==> src/design/cau_pkg.sv <==
package cau_pkg;

  localparam int CAU_FRAC_BITS = 16;
  localparam int DIV_STEPS     = 32;
  // Partial remainder width: covers a 64-bit magnitude shifted by up to 32 bits
  // and the divisor shifted by the quotient width.
  localparam int REM_W         = 96;

  typedef enum logic [1:0] {
    MODE_ADD  = 2'd0,
    MODE_MUL  = 2'd1,
    MODE_DIV  = 2'd2,
    MODE_NONE = 2'd3
  } mode_t;

  typedef struct packed {
    mode_t       mode;
    logic [31:0] a_re;
    logic [31:0] a_im;
    logic [31:0] b_re;
    logic [31:0] b_im;
  } op_t;

  typedef struct packed {
    mode_t       mode;
    logic [31:0] a_re;
    logic [31:0] a_im;
    logic [32:0] sum_re;
    logic [32:0] sum_im;
    logic [63:0] p_rr;
    logic [63:0] p_ii;
    logic [63:0] p_ri;
    logic [63:0] p_ir;
    logic [63:0] p_br2;
    logic [63:0] p_bi2;
  } prod_t;

  typedef struct packed {
    logic             neg;
    logic             big;
    logic [REM_W-1:0] r;
    logic [31:0]      q;
  } lane_t;

  typedef struct packed {
    logic        do_div;
    logic [31:0] early_re;
    logic [31:0] early_im;
    logic        early_dz;
    logic        early_ovf;
    logic [63:0] den;
    lane_t       re;
    lane_t       im;
  } div_t;

  typedef struct packed {
    logic        ovf;
    logic [31:0] val;
  } sat_t;

  function automatic sat_t sat_fn(input logic neg, input logic [64:0] mag);
    sat_t s;
    s.ovf = 1'b0;
    if (!neg) begin
      if (mag > 65'h0_7FFF_FFFF) begin
        s.ovf = 1'b1;
        s.val = 32'h7FFF_FFFF;
      end else begin
        s.val = mag[31:0];
      end
    end else begin
      if (mag > 65'h0_8000_0000) begin
        s.ovf = 1'b1;
        s.val = 32'h8000_0000;
      end else begin
        s.val = 32'(-mag[31:0]);
      end
    end
    return s;
  endfunction

  function automatic lane_t lane_step(input lane_t l, input logic [63:0] den,
                                      input logic [4:0] pos);
    lane_t            o;
    logic [REM_W-1:0] t;
    o = l;
    t = {{(REM_W-64){1'b0}}, den} << pos;
    if (l.r >= t) begin
      o.r      = l.r - t;
      o.q[pos] = 1'b1;
    end
    return o;
  endfunction

endpackage

==> src/design/cau_out.sv <==
module cau_out
  import cau_pkg::*;
(
  input  logic        clk,
  input  logic        rst_n,
  input  logic        in_valid,
  output logic        in_ready,
  input  div_t        in_div,
  output logic        out_valid,
  input  logic        out_ready,
  output logic [31:0] res_re,
  output logic [31:0] res_im,
  output logic        div_zero,
  output logic        overflow
);

  logic        v_r;
  logic [31:0] re_r, re_nxt;
  logic [31:0] im_r, im_nxt;
  logic        dz_r, dz_nxt;
  logic        ovf_r, ovf_nxt;

  assign in_ready  = !v_r || out_ready;
  assign out_valid = v_r;
  assign res_re    = re_r;
  assign res_im    = im_r;
  assign div_zero  = dz_r;
  assign overflow  = ovf_r;

  always_comb begin
    sat_t qr, qi;
    // A quotient flagged big is past 32 bits, so any value above the limits saturates.
    qr = sat_fn(in_div.re.neg, in_div.re.big ? 65'h1_0000_0000 : {33'd0, in_div.re.q});
    qi = sat_fn(in_div.im.neg, in_div.im.big ? 65'h1_0000_0000 : {33'd0, in_div.im.q});
    if (in_div.do_div) begin
      re_nxt  = qr.val;
      im_nxt  = qi.val;
      dz_nxt  = 1'b0;
      ovf_nxt = qr.ovf || qi.ovf;
    end else begin
      re_nxt  = in_div.early_re;
      im_nxt  = in_div.early_im;
      dz_nxt  = in_div.early_dz;
      ovf_nxt = in_div.early_ovf;
    end
  end

  always_ff @(posedge clk) begin
    if (!rst_n) begin
      v_r <= 1'b0;
    end else if (in_ready) begin
      v_r <= in_valid;
    end
  end

  always_ff @(posedge clk) begin
    if (in_ready && in_valid) begin
      re_r  <= re_nxt;
      im_r  <= im_nxt;
      dz_r  <= dz_nxt;
      ovf_r <= ovf_nxt;
    end
  end

endmodule

==> config.mk <==
export PLATFORM = sky130hd
export DESIGN_NAME = cau_out
export DESIGN_NICKNAME = d
export VERILOG_FILES = /design/src/design/cau_pkg.sv /design/src/design/cau_out.sv
export SDC_FILE = /design/constraint.sdc
export NUM_CORES = 1
export LEC_CHECK = 0
export BUFFER_PORTS_ARGS = -buffer_cell sky130_fd_sc_hd__buf_2
export CAP_MARGIN = 15
export CORE_AREA = 3 3 178 180
export CTS_BUF_LIST = sky130_fd_sc_hd__clkbuf_8
export DETAILED_ROUTE_END_ITERATION = 10
export DIE_AREA = 0 0 181 183
export SLEW_MARGIN = 25
export SYNTH_ARGS = -nofsm -noshare
export SYNTH_HDL_FRONTEND = slang
export SYNTH_SLANG_ARGS = --single-unit
==> constraint.sdc <==
create_clock -name clk -period 2.15 [get_ports clk]
set_input_delay 0.1075 -clock clk [delete_from_list [all_inputs] [get_ports clk]]
set_output_delay 0.1075 -clock clk [all_outputs]
set_load 0.005 [all_outputs]
Yosys cells after proc, flatten, opt, wreduce, memory -nomap -nowiden
Index checks and enable logic that the tools add are counted.
- word-level logic and storage cells: 30
- output and inout bits: 68
- bits of input ports: 395
- register bits after elaboration: 67
- add/subtract/negate cells: 2
- reductions and logical operators: 4
- muxes and demuxes: 15
- magnitude comparators: 4
- operator list (kind ; number):
    two-way mux 32 bit ; 6
    two-way mux 33 bit ; 4
    > comparator 33 x 31 -> 1 bit (second input constant) ; 2
    > comparator 33 x 32 -> 1 bit (second input constant) ; 2
    negator 32 bit ; 2
    two-way mux 1 bit ; 5
    logical OR 1 bit ; 2
    logical AND 1 bit ; 1
    logical NOT 1 bit ; 1

Logic depth before layout (Yosys ltp)
- word-level depth: 6
- depth in mapped cells: 8
- gate-level depth less buffers: 6

Least setup slack after synthesis
Ideal clock, no wire load.
- path kind: register -> register
- from: register v_r, in the netlist out_valid
- to: register dz_r, in the netlist div_zero (enable)
- stages on the path, launching flop included: 3
- required time: 1.719 ns
- arrival time: 1.991 ns
- path slack: -0.272 ns
- path buffers: 0
- clock period less this slack: 2.422 ns
- library setup time: 0.431 ns
- cells stage by stage: dfxtp_1 > nand2b_1 > and2_1
- cells in the longest elaborated chain, start to end: 3
- RTL lines (what ; RTL line ; RTL):
    start: declaration ; cau_out.sv:17 ; logic v_r;
    start signal: assignment ; cau_out.sv:52 ; v_r <= in_valid;
    logical NOT 1 bit ; cau_out.sv:23 ; assign in_ready = !v_r || out_ready;
    logical OR 1 bit ; cau_out.sv:23 ;
    net in_ready ; cau_out.sv:7 ; output logic in_ready,
    logical AND 1 bit ; cau_out.sv:57 ; if (in_ready && in_valid) begin
    end signal: assignment ; cau_out.sv:60 ; dz_r <= dz_nxt;
    end: declaration ; cau_out.sv:20 ; logic dz_r, dz_nxt;
The timed path passes the listed nets, and every way through them passes these cells.
A chain may end at the register's enable or synchronous reset.

Worst setup path after layout
- from: input in_div[23] (netlist name)
- to: register im_r[18], in the netlist res_im[18] (data pin)
- cells in the longest elaborated chain, start to end: 5
- elaborated cells between the ends (all ways): 7
- classes of those cells: order compare (2); mux (5)
- RTL lines (what ; RTL line ; RTL):
    start: declaration ; cau_out.sv:8 ; input div_t in_div,
    two-way mux 33 bit (*) ; cau_out.sv:34 ; qi = sat_fn(in_div.im.neg, in_div.im.big ? 65'h1_0000_0000 : {33'd0, in_div.im.q});
    > comparator 33 x 31 -> 1 bit or > comparator 33 x 32 -> 1 bit (tied branches) ; cau_pkg.sv:65, cau_pkg.sv:72 ;
    two-way mux 32 bit (on tied branches) ; cau_pkg.sv:65, cau_pkg.sv:72 ;
    two-way mux 33 bit (*) ; cau_pkg.sv:64 ; if (!neg) begin
    two-way mux 32 bit (*) ; cau_out.sv:35 ; if (in_div.do_div) begin
    net im_nxt[18] ; cau_out.sv:19 ; logic [31:0] im_r, im_nxt;
    end signal: assignment ; cau_out.sv:59 ; im_r <= im_nxt;
    end: declaration ; cau_out.sv:19 ;
Mark *: on every way through the listed nets, which the timed path passes. The rest lies on a longest branch.

==> results.py <==
metrics = {
    "synth": {
        "yosys.area.top_type_share_pct": 40.4,
        "yosys_warnings": 0,
        "syn_nets": 983,
        "ys_seq_area_share_pct": 40.8,
        "synth_cell_type_count": 69,
        "syn-instance-count": 588,
        "yosysMostFrequentCell": "nor2_1",
        "synthTopCellsByArea": "edfxtp_1 40%, nor2_1 8.0%, a21oi_1 5.9%, a31oi_1 3.4%, o21ai_0 3.4%",
        "synth_area_leader_cell": "edfxtp_1",
        "synthesis.area_sq_mm": 0.00490,
        "async_flop_share_pct": 0,
        "synth_common_cells": "104 x nor2_1, 66 x edfxtp_1, 58 x a21oi_1",
        "synth_edf_count": 66,
        "synth_seq_cells": 67,
        "syn_avg_cell_area_sq_um": 8.34,
        "synth-main-ff-cell": "edfxtp_1",
    },
    "clock_network": {
        "clk_pin_slew_ns": 0.08,
        "root_buffer": "clkbuf_8",
        "numCtsBuffers": 9,
        "htreeDepth": 3,
        "numClockSinks": 67,
        "post_cts_buffers": 0,
        "cts_tree": "built",
        "clk_latency_ns": 0.38,
        "clock_path_buffers": 2,
    },
    "worst_hold_path": {
        "worstHoldPathType": "in2reg",
        "holdPathEnd": "res_re[16]$_DFFE_PP_",
        "min_path_cells": 3,
        "hold_path.startpoint": "in_div[374]",
    },
    "floorplan": {
        "die_x_um": 181,
        "die_h_um": 183,
        "core_sq_mm": 0.0303,
        "die_area_sq_mm": 0.0331,
        "start_util_pct": 16.2,
        "std_cell_rows": 64,
        "io-pin-count": 463,
    },
    "finish": {
        "layout.nets": 1332,
        "syn2layout_area_growth_pct": 59.3,
        "ff_latch_area_sq_mm": 0.00200,
        "multi_input_area_sq_mm": 0.00273,
        "drive_gt1_share_pct": 43.0,
        "nFillCells": 3379,
        "fin_util_pct": 25.7,
    },
    "placed_design": {
        "dp_hpwl_mm": 21.1,
        "portBuffers": 206,
        "place_worst_setup_slack_ns": -0.373,
        "gp_congestion": 0.931,
    },
    "flow_run": {
        "cap_violations": 0,
    },
    "global_route": {
        "busiest_layer": "met2",
        "grt_max_degree": 32,
        "met1_usage_pct": 19.4,
        "antenna_found_initial": 1,
        "grt_overflow_total": 0,
        "grt_use_total_pct": 15.3,
        "grt_pass1_wl_mm": 38.7,
        "grt_pass1_vias": 6299,
        "use_met3_pct": 6.31,
        "met2_usage_pct": 24.2,
    },
    "timing": {
        "max_clock_freq_mhz": 479,
        "period_needed_ns": 2.09,
        "min_period_over_period_pct": 97.0,
        "fin_setup_tns_ns": 0,
        "slew_headroom_pct": 51.8,
        "timing_max_transition_violations_final": 0,
        "finalClockSkew_ns": 0.0119,
        "timing.final.ws_setup_ns": 0.0639,
        "final-setup-viol-count": 0,
        "worst_slew_pin_slew_ns": 0.723,
        "hold_viol": 0,
    },
    "detailed_routing": {
        "drt-total-wl_mm": 26.3,
        "antenna_left": 0,
        "first_pass_iters": 5,
        "drt-initial-drc-count": 489,
        "avgRoutedWirePerCell_um": 19.7,
        "drc": 0,
        "vias": 6366,
        "vias_per_cell": 4.76,
    },
    "power": {
        "ir_drop_v": 0.000237,
        "cellPowerDensity_mw_per_mm2": 473,
        "leakage_uw": 0.00321,
        "finalPower_uw": 3690,
    },
    "setup_path": {
        "crit_path_frequent_cell": "buf_4",
        "worst-setup-path-type": "in2reg",
        "cp_slowest_cell": "or4_4",
        "required_ns": 2.37,
        "startpoint_type": "input port",
        "worst_path_largest_cell_delay_ns": 0.54,
        "worstPathArrival_ns": 2.31,
        "worst_setup_path_end_kind": "flop",
        "worstReg2RegEnd": "res_im[28]$_DFFE_PP_",
        "regToRegStartpoint": "out_valid$_SDFFE_PN0N_",
        "r2r_cells": 3,
        "crit_chain": "buf_2, or4_4, buf_4, nor4_2, buf_4, a31oi_1, nor2_1, buf_4, buf_4, o21ai_0, a21oi_1",
        "reg2reg_slack_ns": 0.79,
        "crit_fanout": 9,
    },
    "status": {
        "status": "finished clean",
    },
}
flip-flops by register name, summed over array words and instances (netlist names):
register / count
out_valid: 1
div_zero: 1
overflow: 1
res_re: 32
res_im: 32
worst max path at each step:
stage | from | endpoint | slack (ns) | cells after the start
2_1_floorplan | in_div[27] | res_im[25]$_DFFE_PP_ | 0.02 | 6
3_3_place_gp | in_div[23] | res_im[26]$_DFFE_PP_ | -0.40 | 10
3_5_place_dp | in_div[23] | res_im[2]$_DFFE_PP_ | -0.37 | 11
4_1_cts | in_div[23] | res_im[18]$_DFFE_PP_ | 0.04 | 11
5_1_grt | in_div[23] | res_im[26]$_DFFE_PP_ | -0.03 | 10
6_report | in_div[23] | res_im[18]$_DFFE_PP_ | 0.06 | 11
per-stage QoR:
| step | instances | hold WS [ns] | area (sq um) |
|---|---|---|---|
| after CTS | 1336 | 0.00764 | 7800 |
| after global placement | 1316 | 0.361 | 7570 |
| after floorplan | 588 | 0.246 | 4900 |
| after global routing | 1336 | 0.0306 | 7800 |
| final | 1337 | 0.0332 | 7810 |
| after detailed placement | 1316 | 0.370 | 7570 |
cells by family (layout without fill, tap and decap cells):
family / Yosys count / after routing / share of synthesized area, %
buffers and inverters: 48 / 400 / 3.78
muxes: 6 / 6 / 1.30
xor gates and xnor gates: 3 / 3 / 0.536
DFF: 67 / 67 / 40.8
other: 0 / 1 / 0
and+or+nand+nor: 261 / 261 / 26.7
AOI/OAI and AO/OA: 203 / 203 / 26.8
metal layers:
layer  vias to the layer above  wire (um)
met3                        45       3070
met1                      2995      11000
li1                       2991          -
met2                       333      11600
met4                         2        588
met5                         -          7
cell usage in the layout (no fill, tap or decap), types with 14 or more instances in the layout:
master	instances
a21oi_1	58
a31oi_1	27
buf_2	206
buf_4	156
edfxtp_1	66
nand2_1	35
nor2_1	103
nor3_1	26
o21ai_0	33
o22ai_1	14
or3_1	15
worst max-delay path: cells and delay by family:
family          cells  cell delay [ns]
simple gates        3             1.04
buf+inv             5             0.80
compound gates      3             0.35
report_power, final:
part | switching [uW] | total, uW | internal [uW]
clock network | 539 | 1050 | 510
registers | 31.8 | 1590 | 1560
logic | 579 | 1050 | 468
total | 1150 | 3690 | 2540
what timing repair did:
action | 4_1_cts | 5_1_grt
setup endpoints to repair | 0 | 9
hold endpoints to repair | 5 | 0
gates resized for setup | 0 | 1
hold buffers | 6 | 0
area by class of cell:
class                      instances  area share (%)
multi-input combinational        473            34.9
antenna                            1          0.0321
tap                              396            6.35
timing repair buffer             373            30.3
clock buffer                       9            1.59
inverter                          13           0.625
sequential                        67            25.6
clock inverter                     5           0.593
Power figures use the tool's default switching activity.
