$ cat config.mk
export PLATFORM = sky130hd
export DESIGN_NAME = cau_prep
export DESIGN_NICKNAME = d
export VERILOG_FILES = /design/src/design/cau_pkg.sv /design/src/design/cau_prep.sv
export SDC_FILE = /design/constraint.sdc
export NUM_CORES = 2
export LEC_CHECK = 0
export ABC_AREA = 0
export CAP_MARGIN = 20
export CORE_AREA = 2 2 352 354
export CTS_CLUSTER_SIZE = 40
export DETAILED_ROUTE_END_ITERATION = 10
export DIE_AREA = 0 0 354 356
export DONT_BUFFER_PORTS = 1
export PLACE_DENSITY = 0.7
export SETUP_SLACK_MARGIN = 0.02
export SLEW_MARGIN = 20
export SYNTH_ARGS = -nofsm -noshare
export SYNTH_HDL_FRONTEND = slang
export SYNTH_SLANG_ARGS = --single-unit
$ cat constraint.sdc
create_clock -name clk -period 29.6 [get_ports clk]
set_input_delay 5.92 -clock clk [delete_from_list [all_inputs] [get_ports clk]]
set_output_delay 5.92 -clock clk [all_outputs]
set_load 0.02 [all_outputs]
$ cat src/design/cau_pkg.sv
package cau_pkg;

  localparam int CAU_FRAC_BITS = 16;
  localparam int DIV_STEPS     = 32;
  // Partial remainder width: covers a 64-bit magnitude shifted by up to 32 bits
  // and the divisor shifted by the quotient width.
  localparam int REM_W         = 96;

  typedef enum logic [1:0] {
    MODE_ADD  = 2'd0,
    MODE_MUL  = 2'd1,
    MODE_DIV  = 2'd2,
    MODE_NONE = 2'd3
  } mode_t;

  typedef struct packed {
    mode_t       mode;
    logic [31:0] a_re;
    logic [31:0] a_im;
    logic [31:0] b_re;
    logic [31:0] b_im;
  } op_t;

  typedef struct packed {
    mode_t       mode;
    logic [31:0] a_re;
    logic [31:0] a_im;
    logic [32:0] sum_re;
    logic [32:0] sum_im;
    logic [63:0] p_rr;
    logic [63:0] p_ii;
    logic [63:0] p_ri;
    logic [63:0] p_ir;
    logic [63:0] p_br2;
    logic [63:0] p_bi2;
  } prod_t;

  typedef struct packed {
    logic             neg;
    logic             big;
    logic [REM_W-1:0] r;
    logic [31:0]      q;
  } lane_t;

  typedef struct packed {
    logic        do_div;
    logic [31:0] early_re;
    logic [31:0] early_im;
    logic        early_dz;
    logic        early_ovf;
    logic [63:0] den;
    lane_t       re;
    lane_t       im;
  } div_t;

  typedef struct packed {
    logic        ovf;
    logic [31:0] val;
  } sat_t;

  function automatic sat_t sat_fn(input logic neg, input logic [64:0] mag);
    sat_t s;
    s.ovf = 1'b0;
    if (!neg) begin
      if (mag > 65'h0_7FFF_FFFF) begin
        s.ovf = 1'b1;
        s.val = 32'h7FFF_FFFF;
      end else begin
        s.val = mag[31:0];
      end
    end else begin
      if (mag > 65'h0_8000_0000) begin
        s.ovf = 1'b1;
        s.val = 32'h8000_0000;
      end else begin
        s.val = 32'(-mag[31:0]);
      end
    end
    return s;
  endfunction

  function automatic lane_t lane_step(input lane_t l, input logic [63:0] den,
                                      input logic [4:0] pos);
    lane_t            o;
    logic [REM_W-1:0] t;
    o = l;
    t = {{(REM_W-64){1'b0}}, den} << pos;
    if (l.r >= t) begin
      o.r      = l.r - t;
      o.q[pos] = 1'b1;
    end
    return o;
  endfunction

endpackage

$ cat src/design/cau_prep.sv
module cau_prep
  import cau_pkg::*;
#(
  parameter int FRAC_BITS = CAU_FRAC_BITS
) (
  input  logic  clk,
  input  logic  rst_n,
  input  logic  in_valid,
  output logic  in_ready,
  input  prod_t in_prod,
  output logic  out_valid,
  input  logic  out_ready,
  output div_t  out_div
);

  typedef struct packed {
    mode_t       mode;
    logic [31:0] a_re;
    logic [31:0] a_im;
    logic [32:0] sum_re;
    logic [32:0] sum_im;
    logic [64:0] num_re;
    logic [64:0] num_im;
    logic [63:0] den;
  } num_t;

  typedef struct packed {
    mode_t       mode;
    logic [31:0] a_re;
    logic [31:0] a_im;
    sat_t        add_re;
    sat_t        add_im;
    logic        neg_re;
    logic        neg_im;
    logic [63:0] mag_re;
    logic [63:0] mag_im;
    logic [63:0] den;
    logic        dz;
  } mag_t;

  localparam logic [64:0] RND = 65'((65'd1 << FRAC_BITS) - 65'd1);

  logic [2:0] v_r;
  logic [2:0] rdy;
  num_t       s2_r, s2_nxt;
  mag_t       s3_r, s3_nxt;
  div_t       s4_r, s4_nxt;

  assign rdy[2]    = !v_r[2] || out_ready;
  assign rdy[1]    = !v_r[1] || rdy[2];
  assign rdy[0]    = !v_r[0] || rdy[1];
  assign in_ready  = rdy[0];
  assign out_valid = v_r[2];
  assign out_div   = s4_r;

  // Numerators and |b|^2, formed exactly.
  always_comb begin
    logic [64:0] rr, ii, ri, ir;
    rr = {in_prod.p_rr[63], in_prod.p_rr};
    ii = {in_prod.p_ii[63], in_prod.p_ii};
    ri = {in_prod.p_ri[63], in_prod.p_ri};
    ir = {in_prod.p_ir[63], in_prod.p_ir};
    s2_nxt.mode   = in_prod.mode;
    s2_nxt.a_re   = in_prod.a_re;
    s2_nxt.a_im   = in_prod.a_im;
    s2_nxt.sum_re = in_prod.sum_re;
    s2_nxt.sum_im = in_prod.sum_im;
    if (in_prod.mode == MODE_MUL) begin
      s2_nxt.num_re = rr - ii;
      s2_nxt.num_im = ri + ir;
    end else begin
      s2_nxt.num_re = rr + ii;
      s2_nxt.num_im = ir - ri;
    end
    s2_nxt.den = in_prod.p_br2 + in_prod.p_bi2;
  end

  always_comb begin
    logic [64:0] se_re, se_im, nr, ni;
    se_re = {{32{s2_r.sum_re[32]}}, s2_r.sum_re};
    se_im = {{32{s2_r.sum_im[32]}}, s2_r.sum_im};
    nr    = -s2_r.num_re;
    ni    = -s2_r.num_im;
    s3_nxt.mode   = s2_r.mode;
    s3_nxt.a_re   = s2_r.a_re;
    s3_nxt.a_im   = s2_r.a_im;
    s3_nxt.add_re = sat_fn(s2_r.sum_re[32], s2_r.sum_re[32] ? -se_re : se_re);
    s3_nxt.add_im = sat_fn(s2_r.sum_im[32], s2_r.sum_im[32] ? -se_im : se_im);
    s3_nxt.neg_re = s2_r.num_re[64];
    s3_nxt.neg_im = s2_r.num_im[64];
    s3_nxt.mag_re = s2_r.num_re[64] ? nr[63:0] : s2_r.num_re[63:0];
    s3_nxt.mag_im = s2_r.num_im[64] ? ni[63:0] : s2_r.num_im[63:0];
    s3_nxt.den    = s2_r.den;
    s3_nxt.dz     = (s2_r.den == 64'd0);
  end

  // Early results for every case but a true divide, and divider setup.
  always_comb begin
    logic [64:0]      m_re, m_im;
    logic [REM_W-1:0] n_re, n_im, dtop;
    sat_t             mr, mi;
    m_re = {1'b0, s3_r.mag_re};
    m_im = {1'b0, s3_r.mag_im};
    if (s3_r.neg_re) m_re = m_re + RND;
    if (s3_r.neg_im) m_im = m_im + RND;
    mr   = sat_fn(s3_r.neg_re, m_re >> FRAC_BITS);
    mi   = sat_fn(s3_r.neg_im, m_im >> FRAC_BITS);
    n_re = {{(REM_W-64){1'b0}}, s3_r.mag_re} << FRAC_BITS;
    n_im = {{(REM_W-64){1'b0}}, s3_r.mag_im} << FRAC_BITS;
    dtop = {s3_r.den, {(REM_W-64){1'b0}}};

    s4_nxt.do_div    = 1'b0;
    s4_nxt.early_re  = 32'd0;
    s4_nxt.early_im  = 32'd0;
    s4_nxt.early_dz  = 1'b0;
    s4_nxt.early_ovf = 1'b0;
    s4_nxt.den       = s3_r.den;
    s4_nxt.re.neg    = s3_r.neg_re;
    s4_nxt.re.big    = (n_re >= dtop);
    s4_nxt.re.r      = n_re;
    s4_nxt.re.q      = 32'd0;
    s4_nxt.im.neg    = s3_r.neg_im;
    s4_nxt.im.big    = (n_im >= dtop);
    s4_nxt.im.r      = n_im;
    s4_nxt.im.q      = 32'd0;
    unique case (s3_r.mode)
      MODE_ADD: begin
        s4_nxt.early_re  = s3_r.add_re.val;
        s4_nxt.early_im  = s3_r.add_im.val;
        s4_nxt.early_ovf = s3_r.add_re.ovf || s3_r.add_im.ovf;
      end
      MODE_MUL: begin
        s4_nxt.early_re  = mr.val;
        s4_nxt.early_im  = mi.val;
        s4_nxt.early_ovf = mr.ovf || mi.ovf;
      end
      MODE_DIV: begin
        if (s3_r.dz) begin
          s4_nxt.early_re = s3_r.a_re;
          s4_nxt.early_im = s3_r.a_im;
          s4_nxt.early_dz = 1'b1;
        end else begin
          s4_nxt.do_div = 1'b1;
        end
      end
      MODE_NONE: begin
      end
      default: begin
      end
    endcase
  end

  always_ff @(posedge clk) begin
    if (!rst_n) begin
      v_r <= 3'b000;
    end else begin
      if (rdy[0]) v_r[0] <= in_valid;
      if (rdy[1]) v_r[1] <= v_r[0];
      if (rdy[2]) v_r[2] <= v_r[1];
    end
  end

  always_ff @(posedge clk) begin
    if (rdy[0] && in_valid) s2_r <= s2_nxt;
    if (rdy[1] && v_r[0])   s3_r <= s3_nxt;
    if (rdy[2] && v_r[1])   s4_r <= s4_nxt;
  end

endmodule

* After elaboration in Yosys (flattened, before gate mapping)
Cells that the tools add are included.
** Word-level totals
- Memories :: 0
- Word-level logic and storage cells :: 108
- Bits in read-only memories :: 0
- Input port bits :: 520
- RAM bits :: 0
- Latch bits :: 0
- Flip-flop bits (word level) :: 919
** Cells by class
- Multiply operators :: 0
- Shift operators :: 0
- Bitwise logic cells :: 0
- Reduce and logical (&&, ||, !) cells :: 13
- $lt $le $gt $ge :: 10
- Eq/ne operators :: 3
- Muxes and demuxes :: 31
- Divide/modulo/power cells :: 0
- Add/sub/neg operators :: 15
** Operators by type and width (count)
- 65-bit two-way mux :: 5
- 32-bit two-way mux :: 8
- 80-bit by 96-bit greater-or-equal comparator with 1-bit output :: 2
- 64-bit one-hot mux with 3 select lines :: 1
- 33-bit two-way mux :: 4
- 64-bit by 16-bit adder with 65-bit output, second input constant :: 2
- 64-bit by 64-bit adder with 65-bit output :: 2
- 65-bit by 31-bit greater-than comparator with 1-bit output, second input constant :: 2
- 65-bit by 32-bit greater-than comparator with 1-bit output, second input constant :: 2
- 130-bit two-way mux :: 1
- 65-bit negation :: 2
- 64-bit by 64-bit subtractor with 65-bit output :: 2
- 64-bit two-way mux :: 2
- 32-bit negation :: 4
- 64-bit negation :: 2
- 49-bit by 31-bit greater-than comparator with 1-bit output, second input constant :: 2
- 49-bit by 32-bit greater-than comparator with 1-bit output, second input constant :: 2
- 64-bit adder :: 1
- 64-bit logical NOT :: 1
- 1-bit two-way mux :: 9
- 1-bit logical OR :: 5
- 2-bit by 1-bit == test with 1-bit output, second input constant :: 2
- 1-bit logical AND :: 3
- 1-bit logical NOT :: 3
- other kinds (3) :: 3

* Depth between registers and ports, before layout
- Word-level depth :: 7
- Mapped depth :: 23
- Depth with buffers taken out :: 23

* Least setup slack after synthesis
OpenSTA, ideal clock, no wires.
- Path kind :: in2reg
- Start point :: in out_ready
- End point :: reg s3_r[0] in the netlist's numbering (enable)
- Stages on the path :: 2
- Library setup time :: 1.517 ns
- Path slack :: -1.433 ns
- Data required time :: 28.083 ns
- Arrival :: 29.516 ns
- Path through :: nor2b_1 > a21boi_0
** Between the ends
- Longest elaborated chain between the ends :: 3
** Ends and longest elaborated chain
- start, declared :: RTL line cau_prep.sv:12 : input logic out_ready,
- 1-bit logical OR :: RTL line cau_prep.sv:49 : assign rdy[2] = !v_r[2] || out_ready;
- 1-bit logical OR :: RTL line cau_prep.sv:50 : assign rdy[1] = !v_r[1] || rdy[2];
- 1-bit logical AND :: RTL line cau_prep.sv:165 : if (rdy[1] && v_r[0]) s3_r <= s3_nxt;
- end signal, assigned :: RTL line cau_prep.sv:165
- end, declared :: RTL line cau_prep.sv:46 : mag_t s3_r, s3_nxt;
No other way between the ends.
A chain may end at the register's enable or synchronous reset.

* Worst setup path in the final report
- Start point :: in out_ready
- End point :: out in_ready
** Between the ends
- Longest elaborated chain between the ends :: 3
** Ends and longest elaborated chain
- 1-bit logical OR :: RTL line cau_prep.sv:49
- 1-bit logical OR :: RTL line cau_prep.sv:50
- 1-bit logical OR :: RTL line cau_prep.sv:51 : assign rdy[0] = !v_r[0] || rdy[1];
- end, declared :: RTL line cau_prep.sv:9 : output logic in_ready,
No other way between the ends.

==> metrics <==
Top delay family on crit path=simple AND/OR/NAND/NOR gates; dpl ws=16.83 ns; Max clock buf depth=3; post-synthesis sequential area ratio=0.481; global-route wire length before repair=264000 um; Synth Instances=5438; fraction of layout cells with a size suffix above 1=0.0476; core area=123000 sq um; Slew @ Worst Pin=1.15 ns; Slowest Stage Delay on Critical Path=0.57 ns; cell at the root of the clock tree=clkbuf_16; # IOs=913; slowest CP cell=nor2b_1; cell area after layout=61700 sq um; DRT iter0 DRCs=4501; die area=126000 sq um; met3 global-route usage=0.0691; clk sinks=919; status=finished clean; largest net degree at the start of global routing=86; IO Port Bufs=0; P per Cell Area=62.6 nW/um^2; Worst Skew=0.0395 ns; Worst R2R Setup Slack=23.09 ns; EDFF count, synth=916; busiest grt layer=met2; critical path startpoint category=input port; total CTS buffers=97; initial antenna violation count=22; Reg clk slew, reported paths=0.06 ns; Final Setup Violations=0; Via density=6.14; CTS H-tree lvls=3; Synth async-reset ratio=0; DR WL/cell=25.8 um; Data required, critical path=23.68 ns; GR Util met1=0.368; Routed WL=183000 um; final hold viol count=0; setup TNS=0 ns; reg-to-reg endpoint=out_div[343]; top_reg_cell synth=edfxtp_1; final worst setup slack=16.82 ns; row cnt=129; met2 Usage GRT=0.440; Post-Syn Area per Cell=10.5 sq um; max_cap viols=0; Yosys warning count=0; Initial Utilization=0.467; NumNets Final=6189; synthesized flop and latch total=919; Max FO, Critical Path=6; post-detail-place hpwl=142000 um; RSZ-0062 raised after global routing=false; Critical R2R Launch=s3_r[85]; Crit path depth=2; Remaining DRCs=0; DP Area=58400 sq um; Hold Crit Start=s2_r[312]; number of detailed-route iterations in the first pass=6; cell chain of the critical path=nor2b_1, nand3_1; Crit. End Element=primary output; Peak VDD IR=0.0613 mV; total chip power=3.87 mW; Clk Latency, worst-skew pair=0.74 ns; vias=43500; GR Overflow Total=0; Placed Cells=6903; worst hold margin=0.407 ns; synthesized area=57300 sq um; worst path buffer plus inverter count=0; R2R cell count=13; fin util=0.503; hold-fix buffers at CTS=0; CTS tree=yes; Layout area overhead=7.76%; Non-Filler Instances=7093; filler cell count=11000; Hold Crit Endpoint=s3_r[313]; hold path depth=0; crit path kind=in2out; Tcrit/Tclk final=0.432; setup bufs post-CTS=0; width of the die=354 um; LEAKAGE=21.7 nW; Die H=356 um; Worst EP arrival=6.86 ns; vias in the first global route=39900; Placer Congestion=0.956; Synth cell types=95; aggregate global-route resource usage=0.279; ANT nets after route=0; Hold Crit Class=reg2reg; max-slew violations=0; Slew Limit Headroom=0.231; Tmin final=12.78 ns; post-cts sizing count=0; Peak Freq=0.0782 GHz
==> flip-flops by register name, summed over array words and instances (netlist names) <==
register	flops
out_div	263
s3_r	327
s2_r	326
v_r	3
==> final cells by class <==
| cell class | count | area, sq um | share of cell area |
|---|---|---|---|
| inverters | 178 | 668 | 0.0108 |
| clock inverters | 63 | 810 | 0.0131 |
| repair buffers | 38 | 285 | 0.00462 |
| multi-input cells | 4131 | 27800 | 0.451 |
| diodes | 15 | 37.5 | 0.000608 |
| clock buffers | 112 | 2480 | 0.0402 |
| flip-flops and latches | 919 | 27600 | 0.447 |
| well taps | 1637 | 2050 | 0.0332 |
==> cell usage after synthesis, types with 11 or more instances <==
cell	instances	share of area
xnor2_1	422	0.065
or4_1	61	0.0080
a21boi_0	24	0.0031
a31o_2	12	0.0018
clkbuf_1	181	0.012
nor3_1	130	0.011
and3_1	56	0.0061
a41oi_1	11	0.0017
ha_1	301	0.066
nor3b_1	12	0.0016
mux2i_1	17	0.0030
a31oi_1	43	0.0047
o22ai_1	61	0.0067
o21ai_1	60	0.0052
inv_1	178	0.012
nand2b_1	62	0.0068
o21bai_1	42	0.0055
nor2b_1	56	0.0061
xor2_1	199	0.030
a211oi_1	34	0.0045
buf_4	129	0.017
nand2_1	342	0.022
and2_1	27	0.0029
or3_1	79	0.0086
buf_1	15	0.00098
and4_1	23	0.0035
or2_2	20	0.0022
a221o_1	11	0.0019
edfxtp_1	916	0.48
a21oi_1	333	0.029
nand4_1	96	0.010
a22oi_1	60	0.0079
nand3_1	163	0.014
o31a_1	30	0.0046
nor4_1	103	0.011
nor2_1	315	0.021
o211ai_1	20	0.0026
o31ai_1	90	0.012
o21ai_0	294	0.026
a21o_1	144	0.019
o41ai_1	33	0.0050
buf_2	12	0.0010
o21a_1	40	0.0052
==> cells by family (layout without fill, tap and decap cells) <==
logic type               Yosys count  after routing  share of synthesized area
other                              1            143                  0.0000655
XOR/XNOR                         621            621                     0.0950
AO/OA/AOI/OAI                   1444           1444                      0.163
buffers and inverters            515            391                     0.0425
multiplexers                      25             25                    0.00461
adder cells (fa/ha/maj)          304            304                     0.0668
flip-flops                       919            919                      0.481
AND/OR/NAND/NOR                 1609           1609                      0.147
==> worst max-delay path by stage <==
| stage | to | from | slack (ns) |
|---|---|---|---|
| 2_1_floorplan | s2_r[0] | out_ready | 6.24 |
| 6_report | in_ready | out_ready | 16.82 |
| 3_5_place_dp | in_ready | out_ready | 16.83 |
| 4_1_cts | in_ready | out_ready | 16.83 |
| 3_3_place_gp | in_ready | out_ready | 16.87 |
| 5_1_grt | in_ready | out_ready | 16.74 |
==> report_power, final <==
| part | switching (mW) | total, mW | internal [mW] |
|---|---|---|---|
| registers | 0.184 | 1.82 | 1.63 |
| clock network | 0.539 | 1.26 | 0.717 |
| logic | 0.475 | 0.792 | 0.317 |
==> metal layers <==
metal	routed length, um	vias to the layer above
li1	-	20200
met3	16500	329
met5	57	-
met4	7250	10
met2	84300	1996
met1	75200	21000
==> cells in the final DEF, fill, tap and decap left out, drive strengths merged, types with 56 or more instances in the layout <==
cell	count
edfxtp	916
xnor2	422
o21ai	355
nand2	342
a21oi	334
nor2	315
ha	301
xor2	199
inv	189
nand3	163
a21o	144
nor3	132
conb	128
clkbuf	112
nor4	109
nand4	96
o31ai	94
or3	83
or4	65
nand2b	62
o22ai	61
a22oi	60
and3	56
nor2b	56
Power figures use the tool's default switching activity.
